**src/rtl/core/lcdseq_pkg.sv**
```systemverilog
package lcdseq_pkg;

    localparam logic [7:0] FUNC_SET_8BIT_WAKE = 8'b0011_0000;
    localparam logic [7:0] FUNC_SET_4BIT_BUS  = 8'b0010_0000;
    localparam logic [7:0] FUNC_SET_8BIT_2L   = 8'b0011_1000;
    localparam logic [7:0] FUNC_SET_4BIT_2L   = 8'b0010_1000;
    localparam logic [7:0] DISPLAY_OFF        = 8'b0000_1000;
    localparam logic [7:0] DISPLAY_CLEAR      = 8'b0000_0001;
    localparam logic [7:0] ENTRY_MODE_INC     = 8'b0000_0110;
    localparam logic [7:0] DISPLAY_ON         = 8'b0000_1100;
    localparam logic [7:0] SET_DDRAM_ADDR     = 8'b1000_0000;
    localparam logic [7:0] LINE1_BASE         = 8'd64;

    localparam logic [1:0] CMD_INIT    = 2'd0;
    localparam logic [1:0] CMD_SET_POS = 2'd1;
    localparam logic [1:0] CMD_WRITE   = 2'd2;

    localparam logic RS_INSTR = 1'b0;
    localparam logic RS_DATA  = 1'b1;

    localparam logic [2:0] REG_BUS_MODE = 3'd0;

    localparam int STEP_W = 4;
    localparam logic [STEP_W-1:0] INIT_LAST_8BIT = 4'd7;
    localparam logic [STEP_W-1:0] INIT_LAST_4BIT = 4'd8;
    localparam logic [STEP_W-1:0] INIT_BUS_STEP  = 4'd3;
    localparam logic [STEP_W-1:0] INIT_SPLIT_STEP = 4'd4;

    localparam int QUEUE_DEPTH = 2;
    localparam int QPTR_W      = 1;
    localparam int QCNT_W      = 2;

    typedef struct packed {
        logic       is_init;
        logic       rs;
        logic [7:0] data;
    } lcdseq_entry_t;

    typedef struct packed {
        logic          valid;
        lcdseq_entry_t entry;
    } lcdseq_head_t;

    function automatic logic [7:0] init_byte(input logic [STEP_W-1:0] step,
                                             input logic four_bit);
        logic [7:0] b;
        b = DISPLAY_ON;
        if (four_bit)
        begin
            case (step)
                4'd0, 4'd1, 4'd2: b = FUNC_SET_8BIT_WAKE;
                4'd3:             b = FUNC_SET_4BIT_BUS;
                4'd4:             b = FUNC_SET_4BIT_2L;
                4'd5:             b = DISPLAY_OFF;
                4'd6:             b = DISPLAY_CLEAR;
                4'd7:             b = ENTRY_MODE_INC;
                default:          b = DISPLAY_ON;
            endcase
        end
        else
        begin
            case (step)
                4'd0, 4'd1, 4'd2: b = FUNC_SET_8BIT_WAKE;
                4'd3:             b = FUNC_SET_8BIT_2L;
                4'd4:             b = DISPLAY_OFF;
                4'd5:             b = DISPLAY_CLEAR;
                4'd6:             b = ENTRY_MODE_INC;
                default:          b = DISPLAY_ON;
            endcase
        end
        return b;
    endfunction

endpackage

```
**src/rtl/core/char_lcd_bus_sequencer_top.sv**
```systemverilog
// character lcd bus sequencer
// slave stream: one command per beat, tuser = command (0 init, 1 set position,
// 2 write data), tdata = column, row and character code
// master stream: one enable strobe per beat, tdata = data pins, tuser = register
// select, tlast on the final strobe of a command
// apb register 0 (bus_mode): 0 eight-bit bus, 1 four-bit bus with nibble split
// a beat is stored in the command queue, then its first strobe in the output register
// throughput: one strobe per cycle while the master side accepts; a character or
// position takes one strobe on an eight-bit bus and two on a four-bit bus after init,
// init takes 8 or 14 strobes, issued by the strobe sequencer from a two-entry queue
// unused commands and rows above 3 are taken and give no strobe
// a stalled master side holds its strobe; the command queue keeps taking beats
// until it is full
// reset clears the queue, the output valid flag, the nibble ready flag and bus_mode
module char_lcd_bus_sequencer_top #(
    parameter int LINE_COLUMNS = 20
) (
    input  logic        clk,
    input  logic        rst_n,
    input  logic        s_tvalid,
    output logic        s_tready,
    input  logic [15:0] s_tdata,   // column[4:0], row[7:5], data_byte[15:8]
    input  logic [1:0]  s_tuser,   // command[1:0]
    output logic        m_tvalid,
    input  logic        m_tready,
    output logic [7:0]  m_tdata,   // bus_value[7:0]
    output logic        m_tuser,   // register_select[0]
    output logic        m_tlast,
    input  logic        psel,
    input  logic        penable,
    input  logic        pwrite,
    input  logic [2:0]  paddr,
    input  logic [31:0] pwdata,
    output logic [31:0] prdata,
    output logic        pready
);
    import lcdseq_pkg::*;

    logic          bus_mode_reg, bus_mode_next;
    logic          front_push;
    lcdseq_entry_t front_entry;
    logic          q_full;
    logic          q_pop;
    lcdseq_head_t  q_head;

    assign pready   = 1'b1;
    assign s_tready = !q_full;
    assign prdata   = (paddr == REG_BUS_MODE) ? {31'b0, bus_mode_reg} : 32'b0;

    always_comb
    begin
        bus_mode_next = bus_mode_reg;
        if (psel && penable && pwrite && paddr == REG_BUS_MODE)
        begin
            bus_mode_next = pwdata[0];
        end
    end

    always_ff @(posedge clk or negedge rst_n)
    begin
        if (!rst_n)
        begin
            bus_mode_reg <= 1'b0;
        end
        else
        begin
            bus_mode_reg <= bus_mode_next;
        end
    end

    lcdseq_front #(
        .LINE_COLUMNS (LINE_COLUMNS)
    ) u_front (
        .in_valid  (s_tvalid && s_tready),
        .command   (s_tuser),
        .column    (s_tdata[4:0]),
        .row       (s_tdata[7:5]),
        .data_byte (s_tdata[15:8]),
        .push      (front_push),
        .entry     (front_entry)
    );

    lcdseq_fifo u_fifo (
        .clk        (clk),
        .rst_n      (rst_n),
        .push       (front_push),
        .push_entry (front_entry),
        .full       (q_full),
        .pop        (q_pop),
        .head       (q_head)
    );

    lcdseq_back u_back (
        .clk       (clk),
        .rst_n     (rst_n),
        .bus_mode  (bus_mode_reg),
        .head      (q_head),
        .pop       (q_pop),
        .out_valid (m_tvalid),
        .out_ready (m_tready),
        .out_rs    (m_tuser),
        .out_value (m_tdata),
        .out_last  (m_tlast)
    );

endmodule

```
**src/rtl/core/lcdseq_front.sv**
```systemverilog
module lcdseq_front #(
    parameter int LINE_COLUMNS = 20
) (
    input  logic                   in_valid,
    input  logic [1:0]             command,
    input  logic [4:0]             column,
    input  logic [2:0]             row,
    input  logic [7:0]             data_byte,
    output logic                   push,
    output lcdseq_pkg::lcdseq_entry_t entry
);
    import lcdseq_pkg::*;

    localparam logic [7:0] COL_MAX   = 8'(LINE_COLUMNS - 1);
    localparam logic [7:0] LINE2_BASE = 8'(LINE_COLUMNS);

    logic [7:0] col_ext;
    logic [7:0] col_sat;
    logic [7:0] base;
    logic [7:0] addr_sum;

    always_comb
    begin
        col_ext  = {3'b000, column};
        col_sat  = (col_ext > COL_MAX) ? COL_MAX : col_ext;
        base     = (row[0] ? LINE1_BASE : 8'd0) + (row[1] ? LINE2_BASE : 8'd0);
        addr_sum = base + col_sat;
        push          = 1'b0;
        entry.is_init = 1'b0;
        entry.rs      = RS_INSTR;
        entry.data    = data_byte;
        case (command)
            CMD_INIT:
            begin
                push          = in_valid;
                entry.is_init = 1'b1;
            end
            CMD_SET_POS:
            begin
                push       = in_valid && !row[2];
                entry.data = SET_DDRAM_ADDR | {1'b0, addr_sum[6:0]};
            end
            CMD_WRITE:
            begin
                push     = in_valid;
                entry.rs = RS_DATA;
            end
            default:
            begin
                push = 1'b0;
            end
        endcase
    end

endmodule

```
**src/rtl/core/lcdseq_fifo.sv**
```systemverilog
module lcdseq_fifo (
    input  logic                      clk,
    input  logic                      rst_n,
    input  logic                      push,
    input  lcdseq_pkg::lcdseq_entry_t push_entry,
    output logic                      full,
    input  logic                      pop,
    output lcdseq_pkg::lcdseq_head_t  head
);
    import lcdseq_pkg::*;

    lcdseq_entry_t mem [QUEUE_DEPTH];
    logic [QPTR_W-1:0] wr_ptr_reg, wr_ptr_next;
    logic [QPTR_W-1:0] rd_ptr_reg, rd_ptr_next;
    logic [QCNT_W-1:0] count_reg, count_next;
    logic do_push;
    logic do_pop;

    always_comb
    begin
        full        = (count_reg == QCNT_W'(QUEUE_DEPTH));
        head.valid  = (count_reg != '0);
        head.entry  = mem[rd_ptr_reg];
        do_push     = push && !full;
        do_pop      = pop && head.valid;
        wr_ptr_next = do_push ? wr_ptr_reg + 1'b1 : wr_ptr_reg;
        rd_ptr_next = do_pop ? rd_ptr_reg + 1'b1 : rd_ptr_reg;
        count_next  = count_reg;
        if (do_push && !do_pop)
        begin
            count_next = count_reg + 1'b1;
        end
        else if (do_pop && !do_push)
        begin
            count_next = count_reg - 1'b1;
        end
    end

    always_ff @(posedge clk)
    begin
        if (do_push)
        begin
            mem[wr_ptr_reg] <= push_entry;
        end
    end

    always_ff @(posedge clk or negedge rst_n)
    begin
        if (!rst_n)
        begin
            wr_ptr_reg <= '0;
            rd_ptr_reg <= '0;
            count_reg  <= '0;
        end
        else
        begin
            wr_ptr_reg <= wr_ptr_next;
            rd_ptr_reg <= rd_ptr_next;
            count_reg  <= count_next;
        end
    end

endmodule

```
**src/rtl/core/lcdseq_back.sv**
```systemverilog
module lcdseq_back (
    input  logic                     clk,
    input  logic                     rst_n,
    input  logic                     bus_mode,
    input  lcdseq_pkg::lcdseq_head_t head,
    output logic                     pop,
    output logic                     out_valid,
    input  logic                     out_ready,
    output logic                     out_rs,
    output logic [7:0]               out_value,
    output logic                     out_last
);
    import lcdseq_pkg::*;

    logic                 active_reg, active_next;
    lcdseq_entry_t        act_reg, act_next;
    logic [STEP_W-1:0]    step_reg, step_next;
    logic                 phase_reg, phase_next;
    logic                 ready_reg, ready_next;
    logic                 out_valid_reg, out_valid_next;
    logic                 out_rs_reg, out_rs_next;
    logic [7:0]           out_value_reg, out_value_next;
    logic                 out_last_reg, out_last_next;

    lcdseq_entry_t        cur;
    logic                 cur_valid;
    logic [STEP_W-1:0]    cur_step;
    logic                 cur_phase;
    logic [7:0]           cur_byte;
    logic                 split_ok;
    logic                 done_byte;
    logic                 item_done;
    logic                 out_free;
    logic                 emit;
    logic [7:0]           strobe_val;
    logic [STEP_W-1:0]    last_step;

    always_comb
    begin
        out_free  = !out_valid_reg || out_ready;
        cur_valid = active_reg || head.valid;
        cur       = active_reg ? act_reg : head.entry;
        cur_step  = active_reg ? step_reg : '0;
        cur_phase = active_reg ? phase_reg : 1'b0;
        emit      = cur_valid && out_free;
        pop       = emit && !active_reg;
        cur_byte  = cur.is_init ? init_byte(cur_step, bus_mode) : cur.data;
        split_ok  = cur.is_init ? (bus_mode && cur_step >= INIT_SPLIT_STEP) : ready_reg;
        last_step = bus_mode ? INIT_LAST_4BIT : INIT_LAST_8BIT;
        if (!bus_mode)
        begin
            strobe_val = cur_byte;
            done_byte  = 1'b1;
        end
        else if (!cur_phase)
        begin
            strobe_val = {cur_byte[7:4], 4'b0000};
            done_byte  = !split_ok;
        end
        else
        begin
            strobe_val = {cur_byte[3:0], 4'b0000};
            done_byte  = 1'b1;
        end
        item_done = done_byte && (!cur.is_init || cur_step == last_step);

        active_next    = active_reg;
        act_next       = act_reg;
        step_next      = step_reg;
        phase_next     = phase_reg;
        ready_next     = ready_reg;
        out_valid_next = out_valid_reg && !out_ready;
        out_rs_next    = out_rs_reg;
        out_value_next = out_value_reg;
        out_last_next  = out_last_reg;
        if (emit)
        begin
            out_valid_next = 1'b1;
            out_rs_next    = cur.rs;
            out_value_next = strobe_val;
            out_last_next  = item_done;
            act_next       = cur;
            active_next    = !item_done;
            if (done_byte)
            begin
                step_next  = cur_step + 1'b1;
                phase_next = 1'b0;
            end
            else
            begin
                step_next  = cur_step;
                phase_next = 1'b1;
            end
            if (cur.is_init)
            begin
                ready_next = bus_mode && (cur_step >= INIT_BUS_STEP);
            end
        end
    end

    always_ff @(posedge clk)
    begin
        act_reg       <= act_next;
        step_reg      <= step_next;
        out_rs_reg    <= out_rs_next;
        out_value_reg <= out_value_next;
        out_last_reg  <= out_last_next;
    end

    always_ff @(posedge clk or negedge rst_n)
    begin
        if (!rst_n)
        begin
            active_reg    <= 1'b0;
            phase_reg     <= 1'b0;
            ready_reg     <= 1'b0;
            out_valid_reg <= 1'b0;
        end
        else
        begin
            active_reg    <= active_next;
            phase_reg     <= phase_next;
            ready_reg     <= ready_next;
            out_valid_reg <= out_valid_next;
        end
    end

    assign out_valid = out_valid_reg;
    assign out_rs    = out_rs_reg;
    assign out_value = out_value_reg;
    assign out_last  = out_last_reg;

`ifndef SYNTHESIS
    a_pop_needs_head: assert property (@(posedge clk) disable iff (!rst_n)
        pop |-> head.valid)
        else $error("queue popped while empty");

    a_phase_in_item: assert property (@(posedge clk) disable iff (!rst_n)
        phase_reg |-> active_reg)
        else $error("low nibble pending without an active item");

    a_wide_bus_whole_bytes: assert property (@(posedge clk) disable iff (!rst_n)
        (emit && !bus_mode) |-> done_byte)
        else $error("byte split on an eight-bit bus");

    a_init_clears_ready: assert property (@(posedge clk) disable iff (!rst_n)
        (emit && cur.is_init && cur_step == '0) |=> !ready_reg)
        else $error("nibble ready not cleared at start of init");

    a_stall_holds_last: assert property (@(posedge clk) disable iff (!rst_n)
        (out_valid_reg && !out_ready) |=> (out_valid_reg && $stable(out_last_reg)))
        else $error("pending strobe changed while stalled");
`endif

endmodule
```
**config.mk**
```make
export PLATFORM = sky130hd
export DESIGN_NAME = char_lcd_bus_sequencer_top
export DESIGN_NICKNAME = d
export VERILOG_FILES = /design/src/rtl/core/lcdseq_pkg.sv /design/src/rtl/core/char_lcd_bus_sequencer_top.sv /design/src/rtl/core/lcdseq_front.sv /design/src/rtl/core/lcdseq_fifo.sv /design/src/rtl/core/lcdseq_back.sv
export SDC_FILE = /design/constraint.sdc
export NUM_CORES = 1
export LEC_CHECK = 0
export ABC_AREA = 1
export BUFFER_PORTS_ARGS = -buffer_cell sky130_fd_sc_hd__buf_2
export CORE_ASPECT_RATIO = 0.6
export CORE_MARGIN = 1.5
export CORE_UTILIZATION = 54
export DETAILED_ROUTE_END_ITERATION = 10
export PLACE_DENSITY = 0.9
export RECOVER_POWER = 100
export SYNTH_ARGS = -nofsm -noshare
export SYNTH_HDL_FRONTEND = slang
export SYNTH_HIERARCHICAL = 1
export SYNTH_SLANG_ARGS = --single-unit
```
**constraint.sdc**
```tcl
create_clock -name clk -period 5.6 [get_ports clk]
set_input_delay 1.12 -clock clk [delete_from_list [all_inputs] [get_ports clk]]
set_output_delay 1.12 -clock clk [all_outputs]
set_load 0.1 [all_outputs]
```
Word level (Yosys, flattened, before mapping)
Memories as Yosys holds them, arrays and structs flattened.
Cells that the tools add are included.
{ "totals": {"register_bits": 32, "mem_bits_rw": 20, "mem_bits_ro": 48, "out_inout_bits": 45, "word_cells": 102, "memories": 2} }
{ "mem_list": {"columns": ["name", "depth", "word_bits", "rd", "rd_clocked_by_memory_dff", "write_ports", "line_no", "rtl"], "rows": [
  ["(no name shown)", 8, 6, 1, 0, 0, "lcdseq_pkg.sv:50", "case (step)"],
  ["u_fifo.mem", 2, 10, 1, 0, 1, "lcdseq_fifo.sv:12", "lcdseq_entry_t mem [QUEUE_DEPTH];"]
]} }
{ "op_classes": {"addsub": 7, "order_cmp": 3, "n_eq_ne": 10, "mux": 28, "n_bitwise": 1, "n_reduce_logical": 37} }
{ "op_table": {"columns": ["operator", "n"], "rows": [
  ["8-bit two-way mux", 6],
  ["6-bit case mux with 5 select lines", 1],
  ["1-bit logical AND", 15],
  ["7-bit adder", 2],
  ["4-bit by 3-bit equality test with 1-bit output, second input constant", 3],
  ["4-bit two-way mux", 3],
  ["1-bit two-way mux", 11],
  ["1-bit zero test", 10],
  ["10-bit two-way mux", 1],
  ["5-bit two-way mux", 2],
  ["4-bit by 2-bit equality test with 1-bit output, second input constant", 2],
  ["7-bit two-way mux", 1],
  ["5-bit greater-than comparator, second input constant", 1],
  ["4-bit by 1-bit adder with 4-bit output, second input constant", 1],
  ["2-bit equality test, second input constant", 2],
  ["4-bit by 1-bit equality test with 1-bit output, second input constant", 1],
  ["4-bit equality test", 1],
  ["4-bit by 2-bit greater-or-equal comparator with 1-bit output, second input constant", 1],
  ["4-bit by 3-bit greater-or-equal comparator with 1-bit output, second input constant", 1],
  ["4-bit zero test", 1],
  ["2-bit two-way mux", 2],
  ["2-bit AND reduction", 2],
  ["2-bit nonzero test", 2],
  ["3-bit zero test", 1],
  ["10 further kinds", 13]
]} }

Depth between registers and ports, before layout
Gate-level depths: netlist of run 1.
{ "logic_depth": {"ltp_word": 10, "depth_mapped": 14, "depth_no_buf": 14} }

Cells and area by module
Netlist of run 1, hierarchy kept.
{ "modules_own_cells": {"columns": ["module", "instances", "cells_each", "area_each_um2"], "rows": [
  ["lcdseq_back", 1, 168, 1467.7],
  ["lcdseq_fifo", 1, 84, 972.2],
  ["char_lcd_bus_sequencer_top", 1, 51, 347.8],
  ["lcdseq_front", 1, 45, 221.5]
]} }

Least setup slack after synthesis of run 1
OpenSTA, ideal clock, no wires.
{ "synth_timing": {"path_kind": "input port to output port", "start": "input paddr[1]", "end": "output prdata[0]", "t_arrival_ps": 2532, "required_time_ps": 4480, "path_slack_ps": 1948, "stages": 3, "path_cell_list": "nor2_1 -> nand2_1 -> nor2_1"} }
{ "synth_between": {"elab_chain_len": 2} }
{ "synth_lines": {"columns": ["item", "line_no", "rtl"], "rows": [
  ["start, declared", "char_lcd_bus_sequencer_top.sv:32", "input logic [2:0] paddr,"],
  ["3-bit zero test", "char_lcd_bus_sequencer_top.sv:48", "assign prdata = (paddr == REG_BUS_MODE) ? {31'b0, bus_mode_reg} : 32'b0;"],
  ["1-bit two-way mux", "char_lcd_bus_sequencer_top.sv:48", null],
  ["end, declared", "char_lcd_bus_sequencer_top.sv:34", "output logic [31:0] prdata,"]
]} }
No other way between the ends.

Worst setup path after layout of run 1
Same ends and word-level chain as after synthesis.

==> results of run 1 <==
metrics by stage:
step / cell area [um2] / utilization / instances / setup WS, ns
final: 3154 / 0.6060 / 455 / 2.139
after global routing: 3154 / 0.6060 / 455 / 2.074
after CTS: 3219 / 0.6185 / 455 / 2.551
after detailed placement: 3128 / 0.6010 / 447 / 2.356
after global placement: 3128 / 0.6010 / 447 / 2.460
after floorplan: 3122 / - / 378 / 1.948
cell families after synthesis:
group	synth area share
and+or+nand+nor	0.2819
buffers and inverters	0.1422
DFF	0.5040
AOI/OAI and AO/OA	0.04116
xor gates and xnor gates	0.01164
adders and majority gates	0.01663
other	0.002496
Yosys cell counts:
master | instances | area, um2
nand2_2 | 10 | 62.56
nand4_4 | 1 | 21.27
a21oi_1 | 9 | 45.04
nand4_1 | 2 | 12.51
o21ai_0 | 7 | 35.03
nand2_4 | 4 | 45.04
nand3_1 | 15 | 75.07
nand2_1 | 108 | 405.4
buf_6 | 2 | 22.52
nor2_2 | 4 | 25.02
nand3b_1 | 1 | 7.510
nor2_4 | 2 | 22.52
xnor2_1 | 1 | 8.760
dfrtp_1 | 9 | 225.2
edfxtp_1 | 43 | 1291
xor2_1 | 3 | 26.28
o21bai_2 | 1 | 11.26
nor3_1 | 2 | 10.01
o21ai_1 | 5 | 25.02
buf_2 | 3 | 15.01
inv_2 | 9 | 33.78
inv_1 | 30 | 112.6
o21a_1 | 1 | 7.510
or2_2 | 4 | 25.02
nor2_1 | 31 | 116.4
nand3_2 | 2 | 20.02
clkbuf_1 | 1 | 3.750
conb_1 | 2 | 7.510
buf_4 | 32 | 240.2
ha_1 | 4 | 50.05
layer usage:
layer	vias to the layer above	GRT usage	wire length (um)
li1	1121	-	-
met1	1046	0.2577	2571
met2	82	0.3239	2507
met3	2	0.04378	376
met4	0	0.03219	21
met5	-	0	0
layout make-up:
type | count | area (um2) | share of cell area
sequential | 52 | 1516 | 0.4808
multi-input combinational | 249 | 1132 | 0.3590
timing repair buffer | 41 | 185.2 | 0.05871
inverter | 39 | 146.4 | 0.04641
tap | 66 | 82.58 | 0.02618
clock buffer | 5 | 68.82 | 0.02182
clock inverter | 3 | 22.52 | 0.007140
critical path: cells and delay by family:
family | cells | cell delay, ns
buf+inv | 2 | 0.95
simple gates | 3 | 0.27
report_power, final:
group / internal, mW / switching, mW
clock network: 0.0897 / 0.124
registers: 0.623 / 0.102
logic: 0.208 / 0.825
total: 0.921 / 1.05
worst max path at each step:
stage	startpoint	end	slack, ns	depth (start not counted)
after floorplan	paddr[1]	prdata[0]	1.95	3
after global placement	m_tready	u_fifo/count_reg[1]	2.46	13
after detailed placement	m_tready	u_fifo/count_reg[1]	2.36	13
after CTS	u_back/active_reg	u_fifo/count_reg[1]	2.55	10
after global routing	paddr[1]	prdata[0]	2.07	5
final	paddr[1]	prdata[0]	2.14	5
==> reports/qor.yml, run 1 <==
logic_synthesis:
  ys_ff_latch: 52
  ys_types: 30
  yosysWarnings: 6
  syn_avg_cell_area_um2: 8.647
  synth_cells: 348
  syn_area_um2: 3009
  seq_area_frac_synth: 0.5040
timing:
  rsz0062_at_grt: "no"
  slew_headroom: 0.2219
  skew_ns: 0.008070
  hold_viol_final: 0
  tightest_slew_ns: 1.172
  whs_ns: 0.4944
  finalMaxSlewViolations: 0
  period_needed_ns: 3.461
  setup_tns_ns: 0
  period_share: 0.6181
  max_freq_mhz: 288.9
  setup_viol: 0
final_layout:
  area_growth_pct: 4.823
  largest_reg_flops: 20
  fillCellCount: 465
  num_antenna_cells: 0
  drive_gt1_frac: 0.1517
  finalNetCount: 452
  layout_common_cells: "112 x nand2_1, 43 x edfxtp_1, 33 x inv_1, 33 x nor2_1, 32 x conb_1"
  layout_commonest_cell: "nand2_1"
worst_setup_path:
  r2r_start: "u_back/active_reg"
  rr_worst_depth: 10
  worst_path_max_delay_cell: "clkbuf_1"
  r2r_end: "u_fifo/count_reg[1]"
  crit_chain: "clkbuf_1, nor2_1, nand2_1, nor2_1, clkbuf_1"
  critPathLaunchType: "input pin"
  cp_data_required_time_ns: 4.48
  cp-end-kind: "output pin"
  arrival_ns: 2.34
  worstSetupPathType: "input pin to output pin"
  crit_fanout: 2
  ff2ff_setup_slack_ns: 2.40
  cpPeakStageDelay_ns: 0.86
cts:
  clock_sinks: 52
  clkTransAtPathRegs_ns: 0.09
  postCtsResizedCells: 0
  insertion_delay_ns: 0.30
  cts_tree: "yes"
  postCtsSetupBuffers: 0
  hold_buffers: 0
  cts_buffers: 5
  cts_root_buf: "clkbuf_8"
  clock_path_buffers: 2
  htreeDepth: 2
routing:
  vias: 2251
  wl_um: 5477
  vias_per_cell: 4.947
  drt-initial-drc-count: 206
  ant_nets: 0
  drc: 0
  drt-pass1-iter-count: 4
  wire_per_inst_um: 12.04
global_route:
  gr-total-overflow: 0
  globalRouteTotalUtil: 0.1893
  grt_max_degree: 26
  grt_pass1_vias: 2004
  grt_pass1_wl_um: 8749
  antenna_found_initial: 0
worst_hold_path:
  holdCritStartpoint: "u_fifo/count_reg[1]"
  hold_depth: 2
  hp-class: "register to register"
  holdPathEnd: "u_fifo/count_reg[1]"
floorplan:
  pin_count: 105
  die_h_um: 60.83
  dieArea_um2: 6044
  die_w_um: 99.37
  start_util: 0.5781
  core_area_um2: 5205
  core.rowCount: 20
job:
  max_cap_violations: 0
outcome:
  status: "complete, no violations"
pwr:
  ir_worst_vdd_mv: 0.3682
  power_mw: 1.973
  cellPowerDensity_nw_per_um2: 625.4
  p_leak_nw: 1.554
place:
  portBuffers: 41
  hpwl_um: 4286
  place_congestion: 0.8563
Note: power is estimated with default switching activity, not from simulation.
==> run 2: changes to the inputs <==
--- a/config.mk
+++ b/config.mk
@@ -9,9 +9,9 @@
 export BUFFER_PORTS_ARGS = -buffer_cell sky130_fd_sc_hd__buf_2
 export CORE_ASPECT_RATIO = 0.6
 export CORE_MARGIN = 1.5
-export CORE_UTILIZATION = 54
+export CORE_UTILIZATION = 50
 export DETAILED_ROUTE_END_ITERATION = 10
-export PLACE_DENSITY = 0.9
+export PLACE_DENSITY = 0.85
 export RECOVER_POWER = 100
 export SYNTH_ARGS = -nofsm -noshare
 export SYNTH_HDL_FRONTEND = slang
==> constraint.sdc (replaced) <==
create_clock -name clk -period 3.3 [get_ports clk]
set_input_delay 0.66 -clock clk [delete_from_list [all_inputs] [get_ports clk]]
set_output_delay 0.66 -clock clk [all_outputs]
set_load 0.1 [all_outputs]
==> run 2 against run 1 <==
Hold slack lost 0.22 ns. First-iteration DRC count is 28% lower. Global-route usage is 0.52 points lower. Register-to-register slack worse by 1.5 ns. Setup slack got worse by 1.5 ns. Non-clock buffer count increased by 2. Count of clock-buffer cells in the layout increased by 1. Die area is 7.7% higher. Sequential share of layout area shrank 0.68 points. Clock skew decreased by 0.0014 ns. Critical path depth fell by 2. Cell count rose by 3.5%. Critical path type is now register to output pin. Largest cell class unchanged. Highest routed layer unchanged.
==> reports/qor.yml, run 2 (synthesized netlist as in run 1, its figures left out) <==
outcome:
  status: "complete, no violations"
cts:
  postCtsResizedCells: 0  # unchanged
  clkTransAtPathRegs_ns: 0.09  # about the same
  clock_sinks: 52  # unchanged
  cts_root_buf: "clkbuf_8"
  clock_path_buffers: 2  # unchanged
  hold_buffers: 0  # unchanged
  htreeDepth: 2  # unchanged
  insertion_delay_ns: 0.31  # about the same
  cts_tree: "yes"
  postCtsSetupBuffers: 0  # unchanged
  cts_buffers: 5  # unchanged
timing:
  max_freq_mhz: 376.6
  setup_viol: 0  # unchanged
  whs_ns: 0.2786  # -0.2157 ns
  tightest_slew_ns: 1.346  # +0.1740 ns
  slew_headroom: 0.1025  # -0.1194
  skew_ns: 0.006696  # -0.001374 ns
  period_share: 0.8047
  period_needed_ns: 2.655
  finalMaxSlewViolations: 0  # unchanged
  hold_viol_final: 0  # unchanged
  rsz0062_at_grt: "no"
  setup_tns_ns: 0  # unchanged
floorplan:
  die_h_um: 63.09  # +3.7%
  dieArea_um2: 6508  # +7.7%
  core.rowCount: 21  # +5.0%
  core_area_um2: 5675  # +9.0%
  pin_count: 105  # unchanged
  die_w_um: 103.2  # +3.8%
  start_util: 0.5302  # -0.04792
final_layout:
  drive_gt1_frac: 0.1483  # -0.003333
  multi_input_area_um2: 1127  # -0.44%
  postLayoutCoreUtil: 0.5637  # -0.04230
  layout_commonest_cell: "nand2_1"
  finalNetCount: 454  # +0.44%
  ff_latch_area_um2: 1516  # unchanged
  largest_reg_flops: 20  # unchanged
  fin_area_um2: 3199  # +1.4%
  num_antenna_cells: 0  # unchanged
  fillCellCount: 550  # +18%
  layout_common_cells: "113 x nand2_1, 43 x edfxtp_1, 34 x nor2_1"
  area_growth_pct: 6.320
worst_setup_path:
  cp_data_required_time_ns: 2.64  # -1.84 ns
  cp-end-kind: "output pin"
  critPathLaunchType: "register"
  crit_fanout: 13  # +11
  worstSetupPathType: "register to output pin"
  critical_path.top_delay_family: "buffers and inverters"
  cpPeakStageDelay_ns: 0.87  # about the same
  crit_chain: "inv_1, nor2_1, clkbuf_1"
  arrival_ns: 2.00  # -0.34 ns
  cp_num_buf_inv: 2  # unchanged
  worst_path_max_delay_cell: "clkbuf_1"
routing:
  wire_per_inst_um: 11.63  # -3.4%
  drt-initial-drc-count: 148  # -28%
  ant_nets: 0  # unchanged
  vias_per_cell: 4.682  # -5.4%
  drt-pass1-iter-count: 4  # unchanged
  wl_um: 5476  # about the same
  drc: 0  # unchanged
  vias: 2205  # -2.0%
global_route:
  grt_max_degree: 25  # -3.8%
  globalRouteTotalUtil: 0.1841  # -0.005249
  grt_pass1_vias: 2099  # +4.7%
  gr-total-overflow: 0  # unchanged
  grt_pass1_wl_um: 9135  # +4.4%
  antenna_found_initial: 0  # unchanged
place:
  hpwl_um: 4212  # -1.7%
  place_congestion: 0.9647  # +13%
  placed_area_um2: 3161  # +1.0%
  portBuffers: 41  # unchanged
pwr:
  cellPowerDensity_nw_per_um2: 1071  # +71%
  ir_worst_vdd_mv: 0.6910  # +88%
  p_leak_nw: 1.570  # +1.0%
worst_hold_path:
  hp-class: "input pin to async pin"
job:
  max_cap_violations: 0  # unchanged
## run 2: stage by stage
| stage | std cells | worst slack [ns] | power [mW] |
|---|---|---|---|
| 2_1_floorplan | 378 | 0.5681 | 2.806 |
| 3_3_place_gp | 463 | 1.119 | 3.011 |
| 3_5_place_dp | 463 | 1.086 | 3.074 |
| 4_1_cts | 471 | 1.036 | 3.524 |
| 5_1_grt | 471 | 0.4802 | 3.652 |
| 6_report | 471 | 0.6445 | 3.427 |
## run 2: final timing paths
path | startpoint | end | slack, ns | cells after the start
setup / recovery | bus_mode_reg | prdata[0] | 0.64 | 3
hold / removal | rst_n | u_fifo/count_reg[1] | 0.28 | 1
setup reg to reg | u_back/active_reg | u_back/act_reg[2] | 0.91 | 4
hold reg to reg | u_fifo/count_reg[1] | u_fifo/count_reg[1] | 0.49 | 2
max in group asynchronous | rst_n | u_back/phase_reg | 2.69 | 1
min in group clk | u_fifo/count_reg[1] | u_fifo/count_reg[1] | 0.49 | 2
## run 2: metal layers
metal | GRT usage | vias up | wire [um]
met1 | 0.2596 | 997 | 2675
met2 | 0.2722 | 82 | 2323
met4 | 0.06757 | 0 | 68
met3 | 0.04994 | 7 | 409
met5 | 0 | - | 0
li1 | - | 1119 | -
## run 2: area by class of cell
type,instances,share of cell area
flip-flops and latches,52,0.4740
multi-input cells,249,0.3524
repair buffers,43,0.06179
inverters,39,0.04576
well taps,80,0.03129
clock buffers,6,0.02268
clock inverters,2,0.01212
## run 2: power breakdown
| part | total (mW) | switching, mW | leakage [nW] | internal [mW] |
|---|---|---|---|---|
| clock network | 0.439 | 0.210 | 0.0558 | 0.229 |
| registers | 1.19 | 0.125 | 0.516 | 1.06 |
| logic | 1.80 | 1.44 | 0.998 | 0.361 |
==> run 3: changes to the inputs <==
--- a/config.mk
+++ b/config.mk
@@ -9,9 +9,9 @@
 export BUFFER_PORTS_ARGS = -buffer_cell sky130_fd_sc_hd__buf_2
 export CORE_ASPECT_RATIO = 0.6
 export CORE_MARGIN = 1.5
-export CORE_UTILIZATION = 50
+export CORE_UTILIZATION = 45
 export DETAILED_ROUTE_END_ITERATION = 10
-export PLACE_DENSITY = 0.85
+export PLACE_DENSITY = 0.81
 export RECOVER_POWER = 100
 export SYNTH_ARGS = -nofsm -noshare
 export SYNTH_HDL_FRONTEND = slang
==> constraint.sdc (replaced) <==
create_clock -name clk -period 2.36 [get_ports clk]
set_input_delay 0.472 -clock clk [delete_from_list [all_inputs] [get_ports clk]]
set_output_delay 0.472 -clock clk [all_outputs]
set_load 0.1 [all_outputs]
==> run 3 against run 2 <==
Cell area up 0.78%. Sequential cell count unchanged. Sequential power up 39%. Routed wire length up 1.5%. Setup slack worse by 0.39 ns. Cell count up 1.5%. Core utilization down 5.0 points. Non-clock buffer count up 3. Clock skew down 0.0013 ns. Total power up 38%. Combinational power up 44%.
==> reports/qor.yml, run 3 (synthesized netlist as in run 1, its figures left out) <==
pwr:
  p_leak_nw: 1.573  # +0.19%
  ir_worst_vdd_mv: 1.003  # +45%
  power_mw: 4.737  # +38%
  cellPowerDensity_nw_per_um2: 1469  # +37%
routing:
  ant_nets: 0  # unchanged
  vias: 2261  # +2.5%
  drc: 0  # unchanged
  wl_um: 5556  # +1.5%
  drt-pass1-iter-count: 4  # unchanged
  wire_per_inst_um: 11.62  # about the same
  vias_per_cell: 4.730  # +1.0%
  drt-initial-drc-count: 188  # +27%
floorplan:
  start_util: 0.4795  # -0.05074
  pin_count: 105  # unchanged
  die_h_um: 66.34  # +5.2%
  core.rowCount: 22  # +4.8%
  core_area_um2: 6276  # +11%
  die_w_um: 108.6  # +5.3%
  dieArea_um2: 7203  # +11%
worst_hold_path:
  holdCritStartpoint: "pwdata[0]"
  hold_depth: 3
  holdPathEnd: "bus_mode_reg"
  hp-class: "input pin to register"
cts:
  cts_tree: "yes"
  cts_root_buf: "clkbuf_8"
  htreeDepth: 2  # unchanged
  postCtsResizedCells: 0  # unchanged
  insertion_delay_ns: 0.30  # about the same
  clkTransAtPathRegs_ns: 0.09  # about the same
  clock_sinks: 52  # unchanged
  cts_buffers: 5  # unchanged
  clock_path_buffers: 2  # unchanged
worst_setup_path:
  arrival_ns: 1.64  # -0.36 ns
  worstSetupPathType: "register to output pin"
  r2r_start: "u_fifo/rd_ptr_reg"
  cp-end-kind: "output pin"
  cp_data_required_time_ns: 1.89  # -0.75 ns
  crit_fanout: 13  # unchanged
  critPathLaunchType: "register"
  rr_worst_depth: 9  # +5
  ff2ff_setup_slack_ns: 0.31  # -0.60 ns
  startpoint: "bus_mode_reg"
  r2r_end: "u_back/out_last"
final_layout:
  num_antenna_cells: 0  # unchanged
  layout_commonest_cell: "nand2_1"
  largest_reg_flops: 20  # unchanged
  area_growth_pct: 7.152
  finalNetCount: 457  # +0.66%
  drive_gt1_frac: 0.1599  # +0.01156
  fillCellCount: 595  # +8.2%
  layout_common_cells: "112 x nand2_1, 43 x edfxtp_1, 34 x nor2_1"
place:
  hpwl_um: 4253  # +0.98%
  place_congestion: 0.8654  # -10%
  portBuffers: 41  # unchanged
timing:
  hold_viol_final: 0  # unchanged
  whs_ns: 0.3893  # +0.1107 ns
  max_freq_mhz: 474.4
  skew_ns: 0.005433  # -0.001263 ns
  setup_tns_ns: 0  # unchanged
  rsz0062_at_grt: "no"
  setup_viol: 0  # unchanged
  finalMaxSlewViolations: 0  # unchanged
  slew_headroom: 0.2212  # +0.1187
  period_share: 0.8931
  tightest_slew_ns: 1.173  # -0.1730 ns
  period_needed_ns: 2.108
global_route:
  grt_pass1_vias: 2015  # -4.0%
  antenna_found_initial: 0  # unchanged
  globalRouteTotalUtil: 0.1668  # -0.01726
  gr-total-overflow: 0  # unchanged
  grt_pass1_wl_um: 9032  # -1.1%
  grt_max_degree: 25  # unchanged
outcome:
  status: "complete, no violations"
job:
  max_cap_violations: 0  # unchanged
## run 3: how the worst max path moves through the flow
stage,to,slack [ns],depth (start not counted)
after global placement,u_fifo/mem[0][3],0.47,8
final,prdata[0],0.25,3
after floorplan,prdata[0],0.004,3
after detailed placement,u_fifo/count_reg[1],0.39,13
after global routing,u_back/out_last,0.10,9
after CTS,prdata[0],0.27,3
## run 3: power by group
group | internal, mW | switching, mW | total [mW]
Sequential | 1.48 | 0.179 | 1.66
Combinational | 0.544 | 2.04 | 2.59
Clock | 0.206 | 0.287 | 0.493
Total | 2.23 | 2.51 | 4.74
## run 3: timing repair
| item | in CTS | in global routing |
|---|---|---|
| setup buffers | 0 | 0 |
| hold endpoints to repair | 9 | 0 |
| hold buffers | 1 | 0 |
## run 3: cell type report
type / instances / area (um2) / area share
flip-flops and latches: 52 / 1518 / 0.4707
inverters: 39 / 146.4 / 0.04540
clock buffers: 6 / 72.57 / 0.02251
repair buffers: 46 / 221.5 / 0.06868
clock inverters: 2 / 11.26 / 0.003492
well taps: 84 / 105.1 / 0.03260
multi-input cells: 249 / 1150 / 0.3566
## run 3: per-stage QoR
| stage | setup slack [ns] | area (um2) | std cells | utilization |
|---|---|---|---|---|
| after floorplan | 0.004072 | 3123 | 378 | - |
| after global routing | 0.1040 | 3224 | 478 | 0.5138 |
| after global placement | 0.4708 | 3182 | 469 | 0.5070 |
| after detailed placement | 0.3906 | 3182 | 469 | 0.5070 |
| final | 0.2522 | 3224 | 478 | 0.5138 |
| after CTS | 0.2715 | 3276 | 478 | 0.5219 |
## run 3: critical path: stages (launching register included)
cell	delay [ns]
dfrtp_1	0.64
inv_1	0.11
nor2_1	0.12
clkbuf_2	0.46
## run 3: per-layer routing
metal / share of wire / routed length (um) / global-route usage
met3: 0.087 / 485 / 0.04236
met2: 0.41 / 2292 / 0.2445
met5: 0 / 0 / 0
met4: 0.0076 / 42 / 0.04770
met1: 0.49 / 2736 / 0.2423
